### src/sv/sdsrs_pkg.sv
// Shared types and constants for the SD card SPI sector read sequencer.
package sdsrs_pkg;

  // Field widths
  localparam int SECTOR_W = 23;
  localparam int COUNT_W  = 10;
  localparam int POLL_W   = 16;
  localparam int WAKE_W   = 8;
  localparam int CFG_IDX_W  = 2;
  localparam int CFG_DATA_W = 16;

  // Request operations
  localparam logic OP_START = 1'b0;
  localparam logic OP_SLOT  = 1'b1;

  // Register indexes
  localparam logic [CFG_IDX_W-1:0] CFG_TRY_LIMIT  = 2'd0;
  localparam logic [CFG_IDX_W-1:0] CFG_WAKE_COUNT = 2'd1;

  // Register reset values
  localparam logic [POLL_W-1:0] RESET_TRY_LIMIT  = 16'd800;
  localparam logic [WAKE_W-1:0] RESET_WAKE_COUNT = 8'h0f;

  // Bus bytes
  localparam logic [7:0] CMD0_OP   = 8'h40;
  localparam logic [7:0] CMD0_CRC  = 8'h95;
  localparam logic [7:0] CMD1_OP   = 8'h41;
  localparam logic [7:0] CMD17_OP  = 8'h51;
  localparam logic [7:0] DATA_TOKEN = 8'hfe;
  localparam logic [7:0] FILL_BYTE = 8'hff;
  localparam logic [7:0] R1_IDLE   = 8'h01;
  localparam logic [7:0] R1_READY  = 8'h00;

  // Command frame: slots 1..6 carry bytes, slot 7 ends the frame
  localparam logic [COUNT_W-1:0] FRAME_END = 10'd7;
  localparam logic [COUNT_W-1:0] FRAME_LAST_BYTE = 10'd6;
  localparam logic [COUNT_W-1:0] CRC_BYTES = 10'd2;

  typedef enum logic [3:0] {
    PH_IDLE      = 4'd0,
    PH_RST_WAKE  = 4'd1,
    PH_RST_CMD   = 4'd2,
    PH_RST_POLL  = 4'd3,
    PH_GAP       = 4'd4,
    PH_INI_CMD   = 4'd5,
    PH_INI_POLL  = 4'd6,
    PH_INI_OK    = 4'd7,
    PH_INI_AGAIN = 4'd8,
    PH_RD_CMD    = 4'd9,
    PH_RD_POLL   = 4'd10,
    PH_TOKEN     = 4'd11,
    PH_DATA      = 4'd12,
    PH_CRC       = 4'd13,
    PH_TAIL      = 4'd14
  } phase_t;

  typedef struct packed {
    phase_t              phase;
    logic [COUNT_W-1:0]  byte_count;
    logic [POLL_W-1:0]   poll_count;
    logic [SECTOR_W-1:0] sector;
    logic                fast_mode;
  } seq_state_t;

  typedef struct packed {
    logic [POLL_W-1:0] try_limit;
    logic [WAKE_W-1:0] wake_count;
  } seq_cfg_t;

  typedef struct packed {
    logic [7:0] mosi_byte;
    logic       select_active;
    logic       slow_clock;
    logic       data_valid;
    logic [7:0] data_byte;
    logic       data_last;
    logic       busy_res;
    logic       done_res;
  } seq_result_t;

endpackage

### src/sv/sdsrs_step.sv
// Next-state and result logic for one request of the sector read sequencer.
module sdsrs_step
  import sdsrs_pkg::*;
#(
  parameter int BLOCK_BYTES = 512
) (
  input  logic                op,
  input  logic [SECTOR_W-1:0] sector_address,
  input  logic [7:0]          miso_byte,
  input  seq_state_t          st,
  input  seq_cfg_t            cfg,
  output seq_state_t          st_nxt,
  output seq_result_t         res
);

  localparam logic [COUNT_W:0] BLOCK_LEN = (COUNT_W+1)'(BLOCK_BYTES);

  logic [COUNT_W-1:0] bc_inc;
  logic [COUNT_W:0]   bc_inc_wide;
  logic [POLL_W-1:0]  poll_inc;
  logic [POLL_W-1:0]  lim_eff;
  logic [WAKE_W-1:0]  wake_eff;
  logic               miso_fill;
  logic               poll_end;
  logic               data_end;
  logic [2:0]         frame_idx;
  logic [7:0]         frame_byte;

  // Shared counters and compares
  assign bc_inc      = st.byte_count + 1'b1;
  assign bc_inc_wide = {1'b0, st.byte_count} + 1'b1;
  assign poll_inc    = st.poll_count + 1'b1;
  assign lim_eff     = (cfg.try_limit == '0) ? POLL_W'(1) : cfg.try_limit;
  assign wake_eff    = (cfg.wake_count == '0) ? WAKE_W'(1) : cfg.wake_count;
  assign miso_fill   = (miso_byte == FILL_BYTE);
  // a timed-out poll reads as 0xFF, which is the received byte anyway
  assign poll_end    = !miso_fill || (poll_inc >= lim_eff);
  assign data_end    = (bc_inc_wide >= BLOCK_LEN);

  // Next state
  always_comb begin
    st_nxt = st;
    if (op == OP_START) begin
      st_nxt.sector     = sector_address;
      st_nxt.fast_mode  = 1'b0;
      st_nxt.phase      = PH_RST_WAKE;
      st_nxt.byte_count = '0;
      st_nxt.poll_count = '0;
    end else begin
      case (st.phase)
        PH_RST_WAKE: begin
          if (bc_inc >= COUNT_W'(wake_eff)) begin
            st_nxt.phase      = PH_RST_CMD;
            st_nxt.byte_count = '0;
          end else begin
            st_nxt.byte_count = bc_inc;
          end
        end
        PH_RST_CMD, PH_INI_CMD, PH_RD_CMD: begin
          if (bc_inc >= FRAME_END) begin
            case (st.phase)
              PH_RST_CMD: st_nxt.phase = PH_RST_POLL;
              PH_INI_CMD: st_nxt.phase = PH_INI_POLL;
              default:    st_nxt.phase = PH_RD_POLL;
            endcase
            st_nxt.byte_count = '0;
            st_nxt.poll_count = '0;
          end else begin
            st_nxt.byte_count = bc_inc;
          end
        end
        PH_RST_POLL: begin
          if (miso_fill) st_nxt.poll_count = poll_inc;
          if (poll_end) begin
            st_nxt.phase      = (miso_byte == R1_IDLE) ? PH_GAP : PH_RST_WAKE;
            st_nxt.byte_count = '0;
          end
        end
        PH_GAP: begin
          st_nxt.phase      = PH_INI_CMD;
          st_nxt.byte_count = '0;
        end
        PH_INI_POLL: begin
          if (miso_fill) st_nxt.poll_count = poll_inc;
          if (poll_end) begin
            st_nxt.fast_mode = 1'b1;
            st_nxt.phase     = (miso_byte == R1_READY) ? PH_INI_OK : PH_INI_AGAIN;
          end
        end
        PH_INI_OK: begin
          st_nxt.phase      = PH_RD_CMD;
          st_nxt.byte_count = '0;
        end
        PH_INI_AGAIN: begin
          st_nxt.phase      = PH_INI_CMD;
          st_nxt.byte_count = '0;
        end
        PH_RD_POLL: begin
          if (miso_fill) st_nxt.poll_count = poll_inc;
          if (poll_end) begin
            st_nxt.phase      = (miso_byte == R1_READY) ? PH_TOKEN : PH_RD_CMD;
            st_nxt.byte_count = '0;
          end
        end
        PH_TOKEN: begin
          if (miso_byte == DATA_TOKEN) begin
            st_nxt.phase      = PH_DATA;
            st_nxt.byte_count = '0;
          end
        end
        PH_DATA: begin
          if (data_end) begin
            st_nxt.phase      = PH_CRC;
            st_nxt.byte_count = '0;
          end else begin
            st_nxt.byte_count = bc_inc;
          end
        end
        PH_CRC: begin
          if (bc_inc >= CRC_BYTES) begin
            st_nxt.phase      = PH_TAIL;
            st_nxt.byte_count = '0;
          end else begin
            st_nxt.byte_count = bc_inc;
          end
        end
        PH_TAIL: begin
          st_nxt.phase      = PH_IDLE;
          st_nxt.byte_count = '0;
        end
        default: begin
          st_nxt.phase = PH_IDLE;
        end
      endcase
    end
  end

  // Pick the command byte for the upcoming slot
  assign frame_idx = st_nxt.byte_count[2:0] - 3'd1;

  always_comb begin
    frame_byte = FILL_BYTE;
    case (frame_idx)
      3'd0: begin
        case (st_nxt.phase)
          PH_RST_CMD: frame_byte = CMD0_OP;
          PH_INI_CMD: frame_byte = CMD1_OP;
          default:    frame_byte = CMD17_OP;
        endcase
      end
      3'd1: frame_byte = (st_nxt.phase == PH_RD_CMD) ? st_nxt.sector[22:15] : 8'h00;
      3'd2: frame_byte = (st_nxt.phase == PH_RD_CMD) ? st_nxt.sector[14:7] : 8'h00;
      3'd3: frame_byte = (st_nxt.phase == PH_RD_CMD) ? {st_nxt.sector[6:0], 1'b0} : 8'h00;
      3'd4: frame_byte = 8'h00;
      3'd5: frame_byte = (st_nxt.phase == PH_RST_CMD) ? CMD0_CRC : FILL_BYTE;
      default: frame_byte = FILL_BYTE;
    endcase
  end

  // Result for this request
  always_comb begin
    res               = '0;
    res.mosi_byte     = FILL_BYTE;
    res.slow_clock    = !st_nxt.fast_mode;
    res.busy_res      = (st_nxt.phase != PH_IDLE);
    case (st_nxt.phase)
      PH_RST_CMD, PH_INI_CMD, PH_RD_CMD: begin
        if (st_nxt.byte_count != '0 && st_nxt.byte_count <= FRAME_LAST_BYTE) begin
          res.mosi_byte     = frame_byte;
          res.select_active = 1'b1;
        end
      end
      PH_RST_POLL, PH_INI_POLL, PH_RD_POLL, PH_TOKEN, PH_DATA, PH_CRC: begin
        res.select_active = 1'b1;
      end
      default: begin
        res.select_active = 1'b0;
      end
    endcase
    if (op == OP_SLOT && st.phase == PH_DATA) begin
      res.data_valid = 1'b1;
      res.data_byte  = miso_byte;
      res.data_last  = data_end;
    end
    res.done_res = (op == OP_SLOT) && (st.phase == PH_TAIL);
  end

endmodule

### src/sv/sd_spi_sector_read_sequencer.sv
// Top level of the SD card SPI-mode init and single-block read sequencer.
//
// Drive one start request (in_operation low, in_sector_address set), then
// one slot request per completed SPI byte exchange carrying the MISO byte.
// Every request yields exactly one result: the MOSI byte, select level and
// clock speed for the next slot, plus a sector data byte with a last flag
// while the block streams. busy_res drops and done_res rises on the result
// of the trailing 0xFF slot. A start while busy restarts from card reset.
// A request is taken into the input register, and the step logic feeds
// the result register from it. Throughput: one request per cycle while
// the result side does not stall; in use the rate is set by the SPI byte
// exchange. The result register frees the input side, so a request is
// still taken while one result waits. When the receiver stalls, the
// result holds, then the input register fills and in_ready drops.
// Reset (synchronous, rst_n low) sets the sequencer idle, clock slow, and
// the registers to a try limit of 800 polls and 15 wake bytes. Registers
// are written at any time through cfg_valid/cfg_ready; cfg_ready is high.
module sd_spi_sector_read_sequencer
  import sdsrs_pkg::*;
#(
  parameter int BLOCK_BYTES = 512
) (
  input  logic                  clk,
  input  logic                  rst_n,
  // request channel
  input  logic                  in_valid,
  output logic                  in_ready,
  input  logic                  in_operation,
  input  logic [SECTOR_W-1:0]   in_sector_address,
  input  logic [7:0]            in_miso_byte,
  // result channel
  output logic                  out_valid,
  input  logic                  out_ready,
  output logic [7:0]            out_mosi_byte,
  output logic                  out_select_active,
  output logic                  out_slow_clock,
  output logic                  out_data_valid,
  output logic [7:0]            out_data_byte,
  output logic                  out_data_last,
  output logic                  out_busy_res,
  output logic                  out_done_res,
  // register writes
  input  logic                  cfg_valid,
  output logic                  cfg_ready,
  input  logic [CFG_IDX_W-1:0]  cfg_index,
  input  logic [CFG_DATA_W-1:0] cfg_data
);

  logic                in_valid_r;
  logic                op_r;
  logic [SECTOR_W-1:0] sector_r;
  logic [7:0]          miso_r;
  logic                out_valid_r;
  seq_result_t         res_r;
  seq_result_t         res_nxt;
  seq_state_t          st_r;
  seq_state_t          st_nxt;
  seq_cfg_t            cfg_r;
  logic                advance;

  assign advance   = in_valid_r && (!out_valid_r || out_ready);
  assign in_ready  = !in_valid_r || advance;
  assign cfg_ready = 1'b1;

  // Hold the accepted request
  always_ff @(posedge clk) begin
    if (!rst_n) begin
      in_valid_r <= 1'b0;
    end else if (in_ready) begin
      in_valid_r <= in_valid;
    end
  end

  always_ff @(posedge clk) begin
    if (in_valid && in_ready) begin
      op_r     <= in_operation;
      sector_r <= in_sector_address;
      miso_r   <= in_miso_byte;
    end
  end

  // Register file
  always_ff @(posedge clk) begin
    if (!rst_n) begin
      cfg_r.try_limit  <= RESET_TRY_LIMIT;
      cfg_r.wake_count <= RESET_WAKE_COUNT;
    end else if (cfg_valid && cfg_ready) begin
      case (cfg_index)
        CFG_TRY_LIMIT:  cfg_r.try_limit  <= cfg_data;
        CFG_WAKE_COUNT: cfg_r.wake_count <= cfg_data[WAKE_W-1:0];
        default:        cfg_r <= cfg_r;
      endcase
    end
  end

  sdsrs_step #(
    .BLOCK_BYTES (BLOCK_BYTES)
  ) u_step (
    .op             (op_r),
    .sector_address (sector_r),
    .miso_byte      (miso_r),
    .st             (st_r),
    .cfg            (cfg_r),
    .st_nxt         (st_nxt),
    .res            (res_nxt)
  );

  // Advance the sequence state
  always_ff @(posedge clk) begin
    if (!rst_n) begin
      st_r <= '{phase: PH_IDLE, default: '0};
    end else if (advance) begin
      st_r <= st_nxt;
    end
  end

  // Result register
  always_ff @(posedge clk) begin
    if (!rst_n) begin
      out_valid_r <= 1'b0;
    end else if (advance) begin
      out_valid_r <= 1'b1;
    end else if (out_ready) begin
      out_valid_r <= 1'b0;
    end
  end

  always_ff @(posedge clk) begin
    if (advance) begin
      res_r <= res_nxt;
    end
  end

  assign out_valid         = out_valid_r;
  assign out_mosi_byte     = res_r.mosi_byte;
  assign out_select_active = res_r.select_active;
  assign out_slow_clock    = res_r.slow_clock;
  assign out_data_valid    = res_r.data_valid;
  assign out_data_byte     = res_r.data_byte;
  assign out_data_last     = res_r.data_last;
  assign out_busy_res      = res_r.busy_res;
  assign out_done_res      = res_r.done_res;

  // Data bytes stream with the card selected
  a_data_selected: assert property (@(posedge clk) disable iff (!rst_n)
    out_valid && out_data_valid |-> out_select_active)
    else $error("data byte delivered while card deselected");

  // Completion leaves the card deselected and the sequencer idle
  a_done_idle: assert property (@(posedge clk) disable iff (!rst_n)
    out_valid && out_done_res |-> !out_busy_res && !out_select_active)
    else $error("done result while still busy or selected");

  // Last marker only on a data byte
  a_last_data: assert property (@(posedge clk) disable iff (!rst_n)
    out_valid && out_data_last |-> out_data_valid)
    else $error("last marker without data byte");

  // Idle slots send fill bytes
  a_idle_fill: assert property (@(posedge clk) disable iff (!rst_n)
    out_valid && !out_busy_res |-> out_mosi_byte == FILL_BYTE)
    else $error("idle result carries a command byte");

  // A pending request is never dropped while the result side stalls
  a_hold_req: assert property (@(posedge clk) disable iff (!rst_n)
    in_valid_r && !advance |=> in_valid_r && $stable(miso_r))
    else $error("stalled request lost");

endmodule

### config.mk
export PLATFORM = sky130hd
export DESIGN_NAME = sd_spi_sector_read_sequencer
export DESIGN_NICKNAME = d
export VERILOG_FILES = /design/src/sv/sdsrs_pkg.sv /design/src/sv/sdsrs_step.sv /design/src/sv/sd_spi_sector_read_sequencer.sv
export SDC_FILE = /design/constraint.sdc
export NUM_CORES = 1
export LEC_CHECK = 0
export BUFFER_PORTS_ARGS = -buffer_cell sky130_fd_sc_hd__buf_2
export CORE_MARGIN = 8
export CORE_UTILIZATION = 40
export CTS_CLUSTER_SIZE = 25
export DETAILED_ROUTE_END_ITERATION = 8
export GPL_TIMING_DRIVEN = 0
export HOLD_SLACK_MARGIN = 0.12
export MAX_ROUTING_LAYER = met4
export PLACE_DENSITY = 0.59
export SLEW_MARGIN = 30
export SYNTH_ARGS = -nofsm -noshare
export SYNTH_HDL_FRONTEND = slang
export SYNTH_SLANG_ARGS = --single-unit
### constraint.sdc
create_clock -name clk -period 9.45 [get_ports clk]
set_input_delay 1.89 -clock clk [delete_from_list [all_inputs] [get_ports clk]]
set_output_delay 1.89 -clock clk [all_outputs]
set_load 0.01 [all_outputs]
Yosys cells after proc, flatten, opt, wreduce, memory -nomap -nowiden

Index checks and enable logic that the tools add are counted.

Bitwise gates (word level): 0
Muxes and demuxes: 39
$mul: 0
$add $sub $neg: 4
Equal/unequal tests: 35
Divide/modulo/power cells: 0
Reduce and logical (&&, ||, !) cells: 30
Shift-type cells: 0
$lt $le $gt $ge: 6

Operators by type and width:

| cell                                                                     | number |
|---|---|
| 10-bit one-hot mux with 8 select lines                                   | 1 |
| 10-bit 2-to-1 mux                                                        | 5 |
| 4-bit equality test (second input constant)                              | 12 |
| 16-bit 2-to-1 mux                                                        | 3 |
| 8-bit one-hot mux with 6 select lines                                    | 1 |
| 14-bit 2-to-1 mux                                                        | 3 |
| 4-bit one-hot mux with 10 select lines                                   | 1 |
| 8-bit 2-to-1 mux                                                         | 4 |
| 16-bit one-hot mux with 2 select lines                                   | 1 |
| 30-bit 2-to-1 mux                                                        | 1 |
| 4-bit by 3-bit equality test with 1-bit output (second input constant)   | 6 |
| 4-bit 2-to-1 mux                                                         | 6 |
| 23-bit 2-to-1 mux                                                        | 1 |
| 16-bit by 1-bit adder with 16-bit output (second input constant)         | 1 |
| 4-bit by 2-bit equality test with 1-bit output (second input constant)   | 4 |
| 8-bit equality test (second input constant)                              | 2 |
| 16-bit >= comparator                                                     | 1 |
| 16-bit zero test                                                         | 1 |
| 8-bit zero test                                                          | 2 |
| 10-bit by 1-bit adder with 11-bit output (second input constant)         | 1 |
| 11-bit by 10-bit >= comparator with 1-bit output (second input constant) | 1 |
| 10-bit by 1-bit adder with 10-bit output (second input constant)         | 1 |
| 10-bit by 2-bit >= comparator with 1-bit output (second input constant)  | 1 |
| 10-bit by 3-bit >= comparator with 1-bit output (second input constant)  | 1 |
| other kinds (31)                                                         | 53 |

RAM bits: 0
Bits in read-only memories: 0
Register bits: 134
Memories: 0
Logic and storage cells: 134
Bits of input ports: 55
Bits in latches: 0

Logic depth before layout (Yosys ltp)

Gate-level depths: netlist (run 1).

Depth in word-level cells: 11
Depth in mapped cells: 19
Depth with buffers taken out: 18

Cells and area by module

From an unflattened synthesis (run 1), not the netlist that was laid out.

Cells, all modules: 872
Area total of the unflattened synthesis: 7910.1 um^2

By module, submodules not included:

| module                       | cells each | seq. area each (um^2) | area each (um^2) | times used |
|---|---|---|---|---|
| sd_spi_sector_read_sequencer | 399        | 3223.1                | 4778.3           | 1 |
| sdsrs_step                   | 473        | 0.0                   | 3131.8           | 1 |

Worst setup path after synthesis (run 1)

No wires, ideal clock.

Kind: input-to-output
Start: input port out_ready
End: output port in_ready
Required time: 7560 ps
Buffers on the path: 0
Path slack: 5372 ps
Data arrival time: 2188 ps
Stages: 2
Cells stage by stage: nor2b_1 -> nand2_1

Cells in the longest elaborated chain, start to end: 3

RTL lines:

| what               | line                               | source |
|---|---|---|
| start: declaration | sd_spi_sector_read_sequencer.sv:33 | `input logic out_ready,` |
| 1-bit logical OR   | sd_spi_sector_read_sequencer.sv:61 | `assign advance = in_valid_r && (!out_valid_r \|\| out_ready);` |
| 1-bit logical AND  | sd_spi_sector_read_sequencer.sv:61 |  |
| 1-bit logical OR   | sd_spi_sector_read_sequencer.sv:62 | `assign in_ready = !in_valid_r \|\| advance;` |
| end: declaration   | sd_spi_sector_read_sequencer.sv:27 | `output logic in_ready,` |

Every way passes these cells.

Worst setup path in the final report (run 1)

Start: register st_r[26] in the netlist's numbering
End: register res_r (netlist bit out_mosi_byte[1]), data pin

Cells in the longest elaborated chain, start to end: 9

RTL lines:

| what                                                                                             | line                                | source |
|---|---|---|
| start: declaration                                                                               | sd_spi_sector_read_sequencer.sv:56  | `seq_state_t st_r;` |
| start signal: assignment                                                                         | sd_spi_sector_read_sequencer.sv:113 | `st_r <= st_nxt;` |
| 16-bit by 1-bit adder with 16-bit output *                                                       | sdsrs_step.sv:32                    | `assign poll_inc = st.poll_count + 1'b1;` |
| 16-bit >= comparator *                                                                           | sdsrs_step.sv:37                    | `assign poll_end = !miso_fill \|\| (poll_inc >= lim_eff);` |
| 1-bit logical OR *                                                                               | sdsrs_step.sv:37                    |  |
| 14-bit 2-to-1 mux (tied with other cells)                                                        | sdsrs_step.sv:100                   | `if (poll_end) begin` |
| 10-bit one-hot mux with 8 select lines or 4-bit one-hot mux with 10 select lines (tied branches) | sdsrs_step.sv:50                    | `case (st.phase)` |
| 30-bit 2-to-1 mux *                                                                              | sdsrs_step.sv:43                    | `if (op == OP_START) begin` |
| 3-bit by 1-bit subtractor with 3-bit output (tied with other cells)                              | sdsrs_step.sv:139                   | `assign frame_idx = st_nxt.byte_count[2:0] - 3'd1;` |
| 3-bit equality test (tied with other cells)                                                      | sdsrs_step.sv:143                   | `case (frame_idx)` |
| 8-bit one-hot mux with 6 select lines or 2-bit AND reduction (tied branches)                     | --                                  |  |
| end signal: assignment                                                                           | sd_spi_sector_read_sequencer.sv:130 | `res_r <= res_nxt;` |
| end: declaration                                                                                 | sd_spi_sector_read_sequencer.sv:54  | `seq_result_t res_r;` |

Mark *: on every way between the ends. The rest lies on a longest branch, timed or not.
A chain may end at the register's enable or synchronous reset.

==> reports/summary.md, run 1 <==
The flow ran to the end, and the final reports show no timing, DRC or antenna violations. The critical path in this run is classified as reg2reg. Buffer count from post-CTS setup fixing: 0.

The first detailed-routing pass took 5 iterations. In the final routed layout, each cell accounts on average for 16.6 um. TritonCTS built the clock tree.

The count of input and output buffers was 77; the post-route worst hold slack was 0.464 ns. The width of the chip was 152 um. In the synthesized netlist the dominant register cell turns out to be dfxtp_1. The number of global-route vias before repair was 6011; the share of synthesized cell area in full adder, half adder and majority cells was 4.77%.

Relative to the synthesized area, the layout overhead comes to 17.1%. Global routing consumed, on the met1 layer, 22.7% of the routing resources. For this run, the total global-route usage over all layers was measured as 17.7%. The number of warnings issued by yosys was 0; the synthesized net count was 892.

Of the post-synthesis cell area, the part taken by muxes is 2.18%. Most heavily used metal layer in global routing: met2. The number of flops mapped to enable cells by yosys came out at 54.

The number of synthesized register bits was 134. The repair_antennas step left the layout with diodes totalling 0. STA puts the critical path data required time at 9.72 ns. Data arrives at the worst endpoint at 5.18 ns. Synthesis instantiated 74 different standard cells from the library. Of the cells placed in the final design, the portion with a size suffix greater than 1 is 15.7%. Clock-pin slew was measured on the worst setup and hold paths at 0.06 ns. For the max-slew violation count, the log shows 0. The number of hold violations in the final report was 0; the number of nets with antenna violations after detailed routing was 0. The run gives 49 as the placement row count. In the final design database the tool counted 989 nets. CTS saw 134 sinks. Entering global routing, the biggest net connects 30 pins. The core region area was 0.0180 mm^2; the number of top-level pins was 80. In this run the worst path has a maximum fanout of 6.

In this run the static leakage power is 3.32 nW. The die height is 152 um. After Yosys synthesis, XOR and XNOR cells account for 3.10% of the synthesized area. Detailed routing inserted a total of 6092 vias. The final sum of negative setup slack came out at 0 ns.

Summing the areas of all and, or, nand and nor instances in the mapped netlist gives 24.2% of the synthesized area. The H-tree was split into 4 levels. Setup repair after global routing left no endpoint under its margin.

For the met2 demand-to-capacity share in global routing, the log shows 27.0%. The worst setup path is captured at a register. The main combinational cell family by area after synthesis was simple AND/OR/NAND/NOR gates.

Type of the worst min-delay path: reg2reg. The tools report the area enclosed by the die boundary as 0.0230 mm^2. For this design the ratio of total power to cell area is 156 mW/mm^2.

Sequential elements use 43.9% of the synthesized area. Final HPWL from detailed placement: 14400 um. The post-synthesis instance area was 0.00735 mm^2; the time the final worst path needs with I/O delays and setup was 4.91 ns. Once the floorplan was initialized, standard cells occupied 40.9% of the core. The final worst clock skew is 0.0154 ns, and the average via count per standard cell is 5.31. Global routing finished with a remaining overflow of 0. Number of fill cells: 1796. In the routed design, unresolved DRC markers number 0. In this run, CTS created clock tree buffers numbering 17. Static timing analysis puts the maximum clock frequency at 0.204 GHz.

The post-synthesis instance total was 809. The maximum root-to-sink buffer count came out at 2. Each instance of the synthesized netlist takes up on average 9.08 um^2. The tools report the number of gates resized after CTS as 0. The initial antenna violation count is 0, and the worst relative slew slack is 37.0%.

The global-route wire length before repair was 31000 um; the final clock period utilization by the worst path was 52.0%. At the pin with the least slew margin, the transition time is 0.930 ns. In this run, the number of DRC markers left after iteration 0 of detailed routing was 470. The fraction of the mapped netlist area in compound gates is 17.4%.

The run gives 0 as the number of setup violations in the final report. The tools report the number of maximum-capacitance violations as 0. The run gives 19100 um as the total wire length after detailed routing.

Clock latency on the worst-skew pair, taken at its later pin, is 0.43 ns. The startpoint type of the worst setup path was a register. After synthesis, the share of flip-flops with an asynchronous set or reset is 0%. The congestion estimate from routability-driven global placement came to 0.951. The clock tree root driver cell was clkbuf_16.

The worst ir drop on vdd came out at 0.125 mV. For the number of hold buffers added after cts, the log shows 0. The global routing usage on met3 was 4.22%.
[routing by layer]
metal	vias to the layer above	part of all wire [%]	wire length (um)
met5	-	0	0
met4	0	1.6	297
met3	24	6.0	1140
met2	164	45	8530
met1	2811	48	9110
li1	3093	-	-
[final cells by class]
cell class | instances | area (um^2) | share of cell area, %
Tap cell | 229 | 287 | 3.33
Sequential cell | 134 | 3220 | 37.5
Buffer | 41 | 175 | 2.04
Inverter | 40 | 151 | 1.76
Timing Repair Buffer | 78 | 405 | 4.71
Clock inverter | 14 | 129 | 1.50
Multi-Input combinational cell | 594 | 3800 | 44.2
Clock buffer | 17 | 425 | 4.95
[cell families (layout without fill, tap and decap cells)]
kind of cell / count (synthesis) / count (layout)
AND/OR/NAND/NOR: 342 / 342
other: 1 / 1
multiplexers: 16 / 16
buffers and inverters: 81 / 190
flip-flops: 134 / 134
XOR/XNOR: 26 / 26
AO/OA/AOI/OAI: 181 / 181
adder cells (fa/ha/maj): 28 / 28
[Yosys cell counts (all sizes together), types with 21 or more instances]
| master | n | area [um^2] |
|---|---|---|
| nand2 | 140 | 526 |
| a21oi | 29 | 149 |
| and2 | 24 | 151 |
| ha | 28 | 350 |
| nor2 | 34 | 135 |
| dfxtp | 80 | 1600 |
| nand3 | 26 | 140 |
| clkbuf | 28 | 105 |
| inv | 39 | 146 |
| a21boi | 38 | 285 |
| nor2b | 21 | 131 |
| o21ai | 46 | 234 |
| edfxtp | 54 | 1620 |
[critical path, stage by stage (launching register included)]
cell and delay, ns:
dfxtp_1 0.42, and3_1 0.26, and3_1 0.28, nand3_1 0.19
nor2_1 0.28, and3_1 0.28, nand3_1 0.12, xnor2_1 0.16
ha_1 0.31, nand4_1 0.23, nor3_1 0.23, o21ai_0 0.19
nand3_1 0.17, a21oi_1 0.11, o311ai_1 0.78, nand3_1 0.14
nor2_1 0.32, a21oi_1 0.14, o21ai_1 0.15
[cell usage in the layout, fill, tap and decap left out, types with 15 or more instances in the layout]
cell / n
mux2i_1: 16
nor2b_1: 21
a21oi_1: 28
a21boi_0: 38
xor2_1: 15
inv_1: 39
clkbuf_16: 17
edfxtp_1: 54
buf_2: 88
clkbuf_1: 28
nand2_1: 140
nand3_1: 24
ha_1: 28
and2_1: 22
o21ai_0: 39
dfxtp_1: 80
and3_1: 16
nor2_1: 31
[stage by stage]
stage | util, % | worst slack (ns) | power [W] | instance area, um^2 | std cells
2_1_floorplan | - | 5.37 | 0.000692 | 7350 | 809
4_1_cts | 47.9 | 4.60 | 0.00136 | 8600 | 1147
3_3_place_gp | 44.6 | 4.35 | 0.000729 | 8020 | 1115
3_5_place_dp | 44.8 | 4.62 | 0.000730 | 8050 | 1116
5_1_grt | 47.9 | 4.04 | 0.00140 | 8600 | 1147
6_report | 47.9 | 4.54 | 0.00134 | 8600 | 1147
[final timing paths]
kind / from / endpoint / slack, ns / cells past startpoint
max: st_r[26] / out_mosi_byte[1] / 4.54 / 18
min: st_r[16] / st_r[16] / 0.46 / 2
max reg2reg: st_r[26] / out_mosi_byte[1] / 4.54 / 18
min reg2reg: st_r[16] / st_r[16] / 0.46 / 2
[registers in the layout (all words and copies together) (netlist names)]
name	flops
cfg_r	24
out_data_byte	8
miso_r	8
out_slow_clock	1
out_done_res	1
out_valid	1
st_r	54
out_select_active	1
out_mosi_byte	8
in_valid_r	1
out_data_last	1
op_r	1
out_data_valid	1
out_busy_res	1
sector_r	23
[power breakdown]
| part | switching (W) | total [W] | internal (W) |
|---|---|---|---|
| combinational | 0.0000550 | 0.0000876 | 0.0000326 |
| clock | 0.000266 | 0.000627 | 0.000362 |
| sequential | 0.00000921 | 0.000630 | 0.000621 |
| total | 0.000330 | 0.00134 | 0.00102 |
Note: power is estimated with default switching activity, not from simulation.
==> run 2, diff against run 1 <==
- PLACE_DENSITY: 0.59 -> 0.61
- clock period: 9.45 -> 4.3 ns (I/O delays scaled with it)
==> run 2 against run 1 <==
Against the previous run: flip-flop and latch count stayed put; worst hold slack hardly changed; sequential power is 120% higher; maximum frequency is 16% higher; core utilization is 2.0 points higher; combinational power is 120% higher; cell count is 1.2% higher; count of clock-buffer cells in the layout is 2 higher; via count is 2.5% higher; register-to-register slack worse by 4.5 ns; first-iteration DRC count is 34% lower; clock power is 130% higher; critical path type unchanged.
==> reports/summary.md, run 2 (synthesis gave the netlist of run 1 again) <==
The tools report the top achievable clock speed as 0.237 GHz. The final critical path takes up 98.2% of the cycle. In this run the core area contains 49 standard-cell rows.

The area enclosed by the die boundary was 0.0230 mm^2. The fraction of layout cells with a size suffix above 1 came out at 20.6%. The worst setup path is captured at a register. TritonCTS built the clock tree. For the post-route standard cell area excluding fillers, the log shows 0.00897 mm^2. The die is 152 um wide. The die height was 152 um.

Max-cap violations in this run came to 0. Overall power consumption after layout is estimated at 0.00305 W. For this configuration, the core starts out at a cell density of 40.9%. The number of global-route vias before repair was 5905; the via count was 6243. For this run the aggregate overflow at the end of global routing stands at 0. The number of antenna diodes in the final layout is 0. The most repeated library cell on the critical path is and3_4. The biggest cell delay along the critical path was 0.48 ns. The largest net degree at the start of global routing is 30. The flip-flop count of the largest register, all copies and words added is 54. Walking the worst path, the cells encountered are ha_4 -> and3_4 -> and3_4 -> and3_4 -> and3_4 -> nand3_4 -> xnor2_2 -> ha_1 -> o21a_1 -> a2111o_1 -> nor2_1 -> nand3_2 -> nand2_2 -> a21oi_1 -> buf_4 -> and3b_1 -> o211ai_1 -> o211ai_1. For this run, design rule violations remaining after detail routing come to 0. No sink is reached through more buffers than the 2 on the longest clock path. The average via count per standard cell is 5.38. The library cells used most frequently in the layout, excluding fill and tap cells, are nand2_1, buf_2, dfxtp_1.

The initial antenna violation count was 0. Growth of design area from synthesis to finish: 22.1%. Clock-pin slew was measured on the worst setup and hold paths at 0.06 ns. The max-slew violation count came out at 0.

Counting cells, the worst reg-to-reg path comes to 18. The run finished with clean final reports. The library cell used most frequently in the layout, excluding fill and tap cells, is nand2_1. Dividing the detail-routed wire length by the instance count gives 16.4 um.

The worst hold path was traced through 2 stages. IR analysis of the VDD net gives a maximum drop of 0.264 mV. The run gives 0.942 as the placer congestion estimate.

Of all nets on the critical path, the largest fanout is 10. The register with the most flip-flops in the final layout is st_r. After the last flow step, the layout net total stands at 1002. The clock tree root driver cell is clkbuf_16.

The standard cell with the maximum stage delay on the critical path was a2111o_1. The first global-routing pass estimated 30000 um of wire. The worst relative slew slack is 52.1%, and the final HPWL from detailed placement is 14200 um.

The tree built by TritonCTS fans out to 134 sinks. In this run the critical register-to-register path is captured at out_mosi_byte[6]. The startpoint type of the worst setup path was a register.

Setup repair after global routing could not meet its margin everywhere. The global-route usage over all layers was 17.2%. The type of the worst min-delay path is reg2reg. The tools report the worst reg2reg path startpoint as st_r[24]. At the later pin of the worst-skew pair, clock insertion delay measures 0.44 ns. The number of top-level pins came out at 80.

The clock period could shrink to 4.22 ns. Dividing total power by cell area gives a power density of 340 mW/mm^2. For this block, the initial DRC count from the detailed router was 308. The multi-input combinational cells in the finished layout cover a total of 0.00402 mm^2.

Wires add up to 19100 um. For the final worst clock skew, the log shows 0.0110 ns. Buffers placed on the I/O ports in this run total 77. For the post-route worst hold slack, the log shows 0.464 ns. In this run the most critical hold path is launched from st_r[11]. The region available for standard cell placement spans 0.0180 mm^2. Number of hold buffers added after cts: 0. The path with the worst hold slack has its endpoint at st_r[11]. The sequential cell area in the final layout was 0.00323 mm^2.

TritonCTS buffer count: 17. In the final layout, the registers with the most flip-flops are st_r x54, cfg_r x24, sector_r x23. The kind of cell with the highest combined delay along the critical path is simple AND/OR/NAND/NOR gates. In this run the register-to-register setup slack is 0.08 ns. The CTS H-tree depth was 4; the count of TritonRoute iterations in the first routing pass was 4. For the worst setup path, the data required time is 4.46 ns. The count of buffering cells on the critical path with inverters included is 1. The number of fill cells was 1704.

Once placement finished, the instance area stood at 0.00804 mm^2. The data arrival time of the critical path is 4.38 ns. The kind of critical path was reg2reg. For the number of hold violations in the final report, the log shows 0.

At the pin with the least slew margin, the transition time is 0.719 ns. For the number of nets with antenna violations after detailed routing, the log shows 0. The number of setup violations in the final report came out at 0. The analysis attributes to cell leakage a power of 3.44 nW.
run 2: changes by cell type in the layout (fill, tap and decap cells not counted), moves of 3 or more:
cell,before,now
and3_1,16,9
and3_4,0,7
buf_4,2,16
clkinv_2,4,1
dfxtp_1,80,77
inv_6,2,5
nand3_1,24,20
run 2: worst min-delay path, delay by kind of cell, from the launching register on:
family	cells	cell delay [ns]
AND/OR/NAND/NOR	1	0.05
flip-flops	1	0.31
AO/OA/AOI/OAI	1	0.06
run 2: power by group:
group | leakage [nW] | internal (W) | switching, W
combinational | 2.01 | 0.0000739 | 0.000122
clock | 0.294 | 0.000863 | 0.000608
sequential | 1.13 | 0.00136 | 0.0000209
run 2: repair_timing:
item / CTS / global route
buffers inserted: 9 / 4
resized for setup: 33 / 19
pin swaps: 8 / 14
endpoints found under the setup margin: 9 / 9
run 2: how the worst max path moves through the flow:
stage,startpoint,to,cells after the start
3_5_place_dp,st_r[24],out_mosi_byte[7],18
5_1_grt,st_r[26],out_mosi_byte[6],18
2_1_floorplan,st_r[24],out_mosi_byte[2],18
3_3_place_gp,st_r[26],out_mosi_byte[7],18
6_report,st_r[24],out_mosi_byte[6],18
4_1_cts,st_r[25],out_mosi_byte[6],18
run 2: per-layer routing:
metal | GRT usage (%) | vias to the layer above | share of wire, %
li1 | - | 3142 | -
met1 | 22.0 | 2939 | 48
met2 | 26.3 | 138 | 46
met3 | 4.25 | 24 | 4.8
met4 | 5.78 | 0 | 1.5
met5 | - | - | 0
run 2: stage by stage:
stage / utilization [%] / worst slack, ns / TNS [ns] / instances
floorplan: - / 0.304 / 0 / 809
global placement: 44.6 / -0.383 / -3.12 / 1115
detailed placement: 44.8 / -0.415 / -3.39 / 1116
CTS: 49.3 / 0.0176 / 0 / 1157
global route: 49.9 / -0.0219 / -0.0238 / 1161
finish: 49.9 / 0.0772 / 0 / 1161
run 2: cell type report:
class	count	share of cell area [%]
timing repair buffer	91	5.61
multi-input combinational	594	44.8
buffer	41	1.98
sequential	134	36.0
clock inverter	13	1.51
inverter	40	1.67
clock buffer	19	5.18
tap	229	3.20
==> run 3, diff against run 2 <==
- CELL_PAD_IN_SITES_DETAIL_PLACEMENT: default -> 1
- CELL_PAD_IN_SITES_GLOBAL_PLACEMENT: default -> 1
- PLACE_DENSITY: 0.61 -> 0.76
==> run 3 against run 2 <==
Against the previous run: the flow now finishes with violations (setup timing); die area unchanged; clock power decreased by 7%; setup slack got worse by 0.087 ns; critical path type unchanged; critical endpoint unchanged.
==> reports/summary.md, run 3 (synthesis gave the netlist of run 1 again) <==
For the worst-skew pair, the clock arrives at the later sink with an insertion delay of 0.43 ns. Kind of critical path: reg2reg. The core region area was 0.0180 mm^2. The count of input and output buffers was 77. The worst min-delay path startpoint is st_r[6].

The multi-input combinational cells in the finished layout cover a total of 0.00406 mm^2. For the placer congestion estimate, the log shows 0.911. IR analysis of the VDD net gives a maximum drop of 0.265 mV. Across all hold checks on the routed design, the worst slack comes to 0.464 ns.

Based on the critical path, the design can be clocked at up to 0.232 GHz. The logs give 17 for the TritonCTS buffer count and 0 for the number of nets with antenna violations after detailed routing. In this run, the number of DRC markers left after iteration 0 of detailed routing was 340.

Between clock sinks in the finished design, the worst skew comes to 0.0107 ns. The worst reg2reg path startpoint is st_r[25]. Setup repair after global routing could not meet its margin everywhere. The library cells used most frequently in the layout, excluding fill and tap cells, are nand2_1, buf_2, dfxtp_1. The H-tree was split into 4 levels. The run gives -0.0101 ns as the least setup slack across all paths after layout. Number of global-route vias before repair: 6677. The first global-routing pass estimated 34800 um of wire.

Dividing the detail-routed wire length by the instance count gives 19.2 um. For the global-route usage over all layers, the log shows 20.0%. Setup violations remaining at the end of the flow were counted as 2.

The root buffer cell chosen for the clock tree is clkbuf_16. The worst path needs 4.31 ns of the cycle, external delays included. The clock-pin slew of the registers on the worst-case setup and hold paths was 0.06 ns; the max-slew violation count was 0. For the initial standard-cell utilization of the core, the log shows 40.9%. The die covers 0.0230 mm^2.

The critical path crosses 21 cells after its start point. The most common library cell in the layout ignoring fill and taps was nand2_1. The global-route congestion overflow total was 0. The logs give 0 for the initial antenna violation count and 0 for the number of inserted diodes. The kind of cell adding the most delay to the critical path was simple AND/OR/NAND/NOR gates.

At the worst endpoint, the required time is 4.46 ns. In this run the static leakage power is 3.49 nW. Post-route DRC violation count: 0. The biggest cell delay along the critical path was 0.47 ns. The placement row count is 49, and the number of fill cells is 2099. Traced cell by cell, the critical path runs through and3_4 -> and3_4 -> nand3_4 -> nor2_4 -> and3_4 -> nand3_2 -> xnor2_2 -> ha_1 -> buf_4 -> o21a_1 -> a2111o_1 -> buf_4 -> o22ai_2 -> a32oi_2 -> nand4_2 -> buf_4 -> buf_4 -> and2_1 -> nand3_2 -> a21oi_4 -> o211ai_1. Startpoint type of the worst setup path: a register. After the last flow step, the layout net total stands at 1016. The tools report the end point of the most critical hold path as st_r[6].

Detailed placement ended at an HPWL of 16000 um. The via count was 6529; the largest net degree at the start of global routing was 33. The total wire length after detailed routing is 22600 um. The tools report the slack of the worst reg-to-reg path as -0.01 ns. The die height was 152 um. The fraction of layout cells with a size suffix above 1 was 22.1%. Ranked by flip-flop count, first place goes to st_r.

The average via count per standard cell came out at 5.56. The worst relative slew slack came out at 47.6%. The width of the chip was 152 um; the count of cells along the worst register-to-register path was 21. The worst setup path is captured at a register.

The flow ran to the end, but the final reports show violations. The most repeated library cell on the critical path was buf_4. In this run the worst path has a maximum fanout of 4. Max-cap violations in this run came to 0. The final reports fail on setup timing. Once layout is complete, the utilization of the core stands at 50.4%. In this run the count of I/O pins placed on the die edge is 80. The type of the worst min-delay path is reg2reg. TritonCTS built the clock tree. In the final layout, the registers with the most flip-flops are st_r x54, cfg_r x24, sector_r x23. The number of hold violations in the final report is 0, and the transition time at the pin with the least slew margin is 0.786 ns. In the finished design, the share of the clock period the worst path needs comes to 100%.

The critical path contains buffers and inverters numbering 4 combined. The power density over cell area works out to 327 mW/mm^2. The pre-antenna-repair detailed-routing pass consisted of 4 iterations.

The growth of design area from synthesis to finish was 23.2%. The endpoint identified for the worst register-to-register timing path is out_mosi_byte[6]. The clock drives 134 sinks. Summing all flip-flop and latch instances after layout gives 0.00323 mm^2. The maximum root-to-sink buffer count was 2. The flip-flop count of the largest register, all copies and words added is 54, and the data arrival time of the critical path is 4.47 ns.

The standard cell with the maximum stage delay on the critical path is a2111o_1. Along the worst hold path, the cell count comes to 2. For the setup slack at placement, the log shows -0.493 ns.
-- run 3: final cells by class --
class | instances | share of cell area [%]
Multi-Input combinational cell | 594 | 44.9
Buffer | 41 | 1.96
Sequential cell | 134 | 35.7
Tap cell | 229 | 3.17
Clock inverter | 12 | 1.22
Clock buffer | 19 | 4.78
Inverter | 40 | 1.66
Timing Repair Buffer | 105 | 6.62
-- run 3: how the worst max path moves through the flow --
| stage | startpoint | to | slack, ns |
|---|---|---|---|
| after floorplan | st_r[24] | out_mosi_byte[2] | 0.30 |
| after global placement | st_r[26] | out_mosi_byte[6] | -0.37 |
| after detailed placement | st_r[24] | out_mosi_byte[2] | -0.49 |
| after CTS | st_r[25] | out_mosi_byte[6] | 0.0001 |
| after global routing | st_r[24] | out_mosi_byte[2] | -0.15 |
| final | st_r[25] | out_mosi_byte[6] | -0.01 |
-- run 3: report_power, final --
part / internal (W) / switching [W]
registers: 0.00136 / 0.0000220
clock network: 0.000791 / 0.000575
logic: 0.0000757 / 0.000130
-- run 3: worst reg2reg max path: stages, from the launching register on --
cell,delay [ns]
dfxtp_4,0.37
and3_4,0.21
and3_4,0.23
nand3_4,0.09
nor2_4,0.15
and3_4,0.24
nand3_2,0.11
xnor2_2,0.21
ha_1,0.28
buf_4,0.14
o21a_1,0.13
a2111o_1,0.47
buf_4,0.16
o22ai_2,0.12
a32oi_2,0.14
nand4_2,0.19
buf_4,0.15
buf_4,0.10
and2_1,0.17
nand3_2,0.10
a21oi_4,0.17
o211ai_1,0.11
-- run 3: per-layer routing --
metal | track usage (%) | wire length (um) | part of all wire [%]
met4 | 6.27 | 463 | 2.1
met1 | 24.7 | 10200 | 45
met2 | 31.9 | 10900 | 48
met5 | - | 0 | 0
met3 | 4.54 | 1060 | 4.7
-- run 3: stage by stage --
step / total power [W] / area (um^2) / instances / setup TNS (ns)
floorplan: 0.00152 / 7350 / 809 / 0
global placement: 0.00160 / 8020 / 1115 / -2.88
detailed placement: 0.00161 / 8020 / 1115 / -4.14
CTS: 0.00298 / 8750 / 1154 / 0
global route: 0.00306 / 9050 / 1174 / -0.946
finish: 0.00296 / 9050 / 1174 / -0.0160
-- run 3: repair_timing --
action	in CTS	in global routing
hold buffers	0	0
endpoints found under the setup margin	10	10
pin swaps	11	23
buffers inserted	8	21
gates resized for setup	30	31
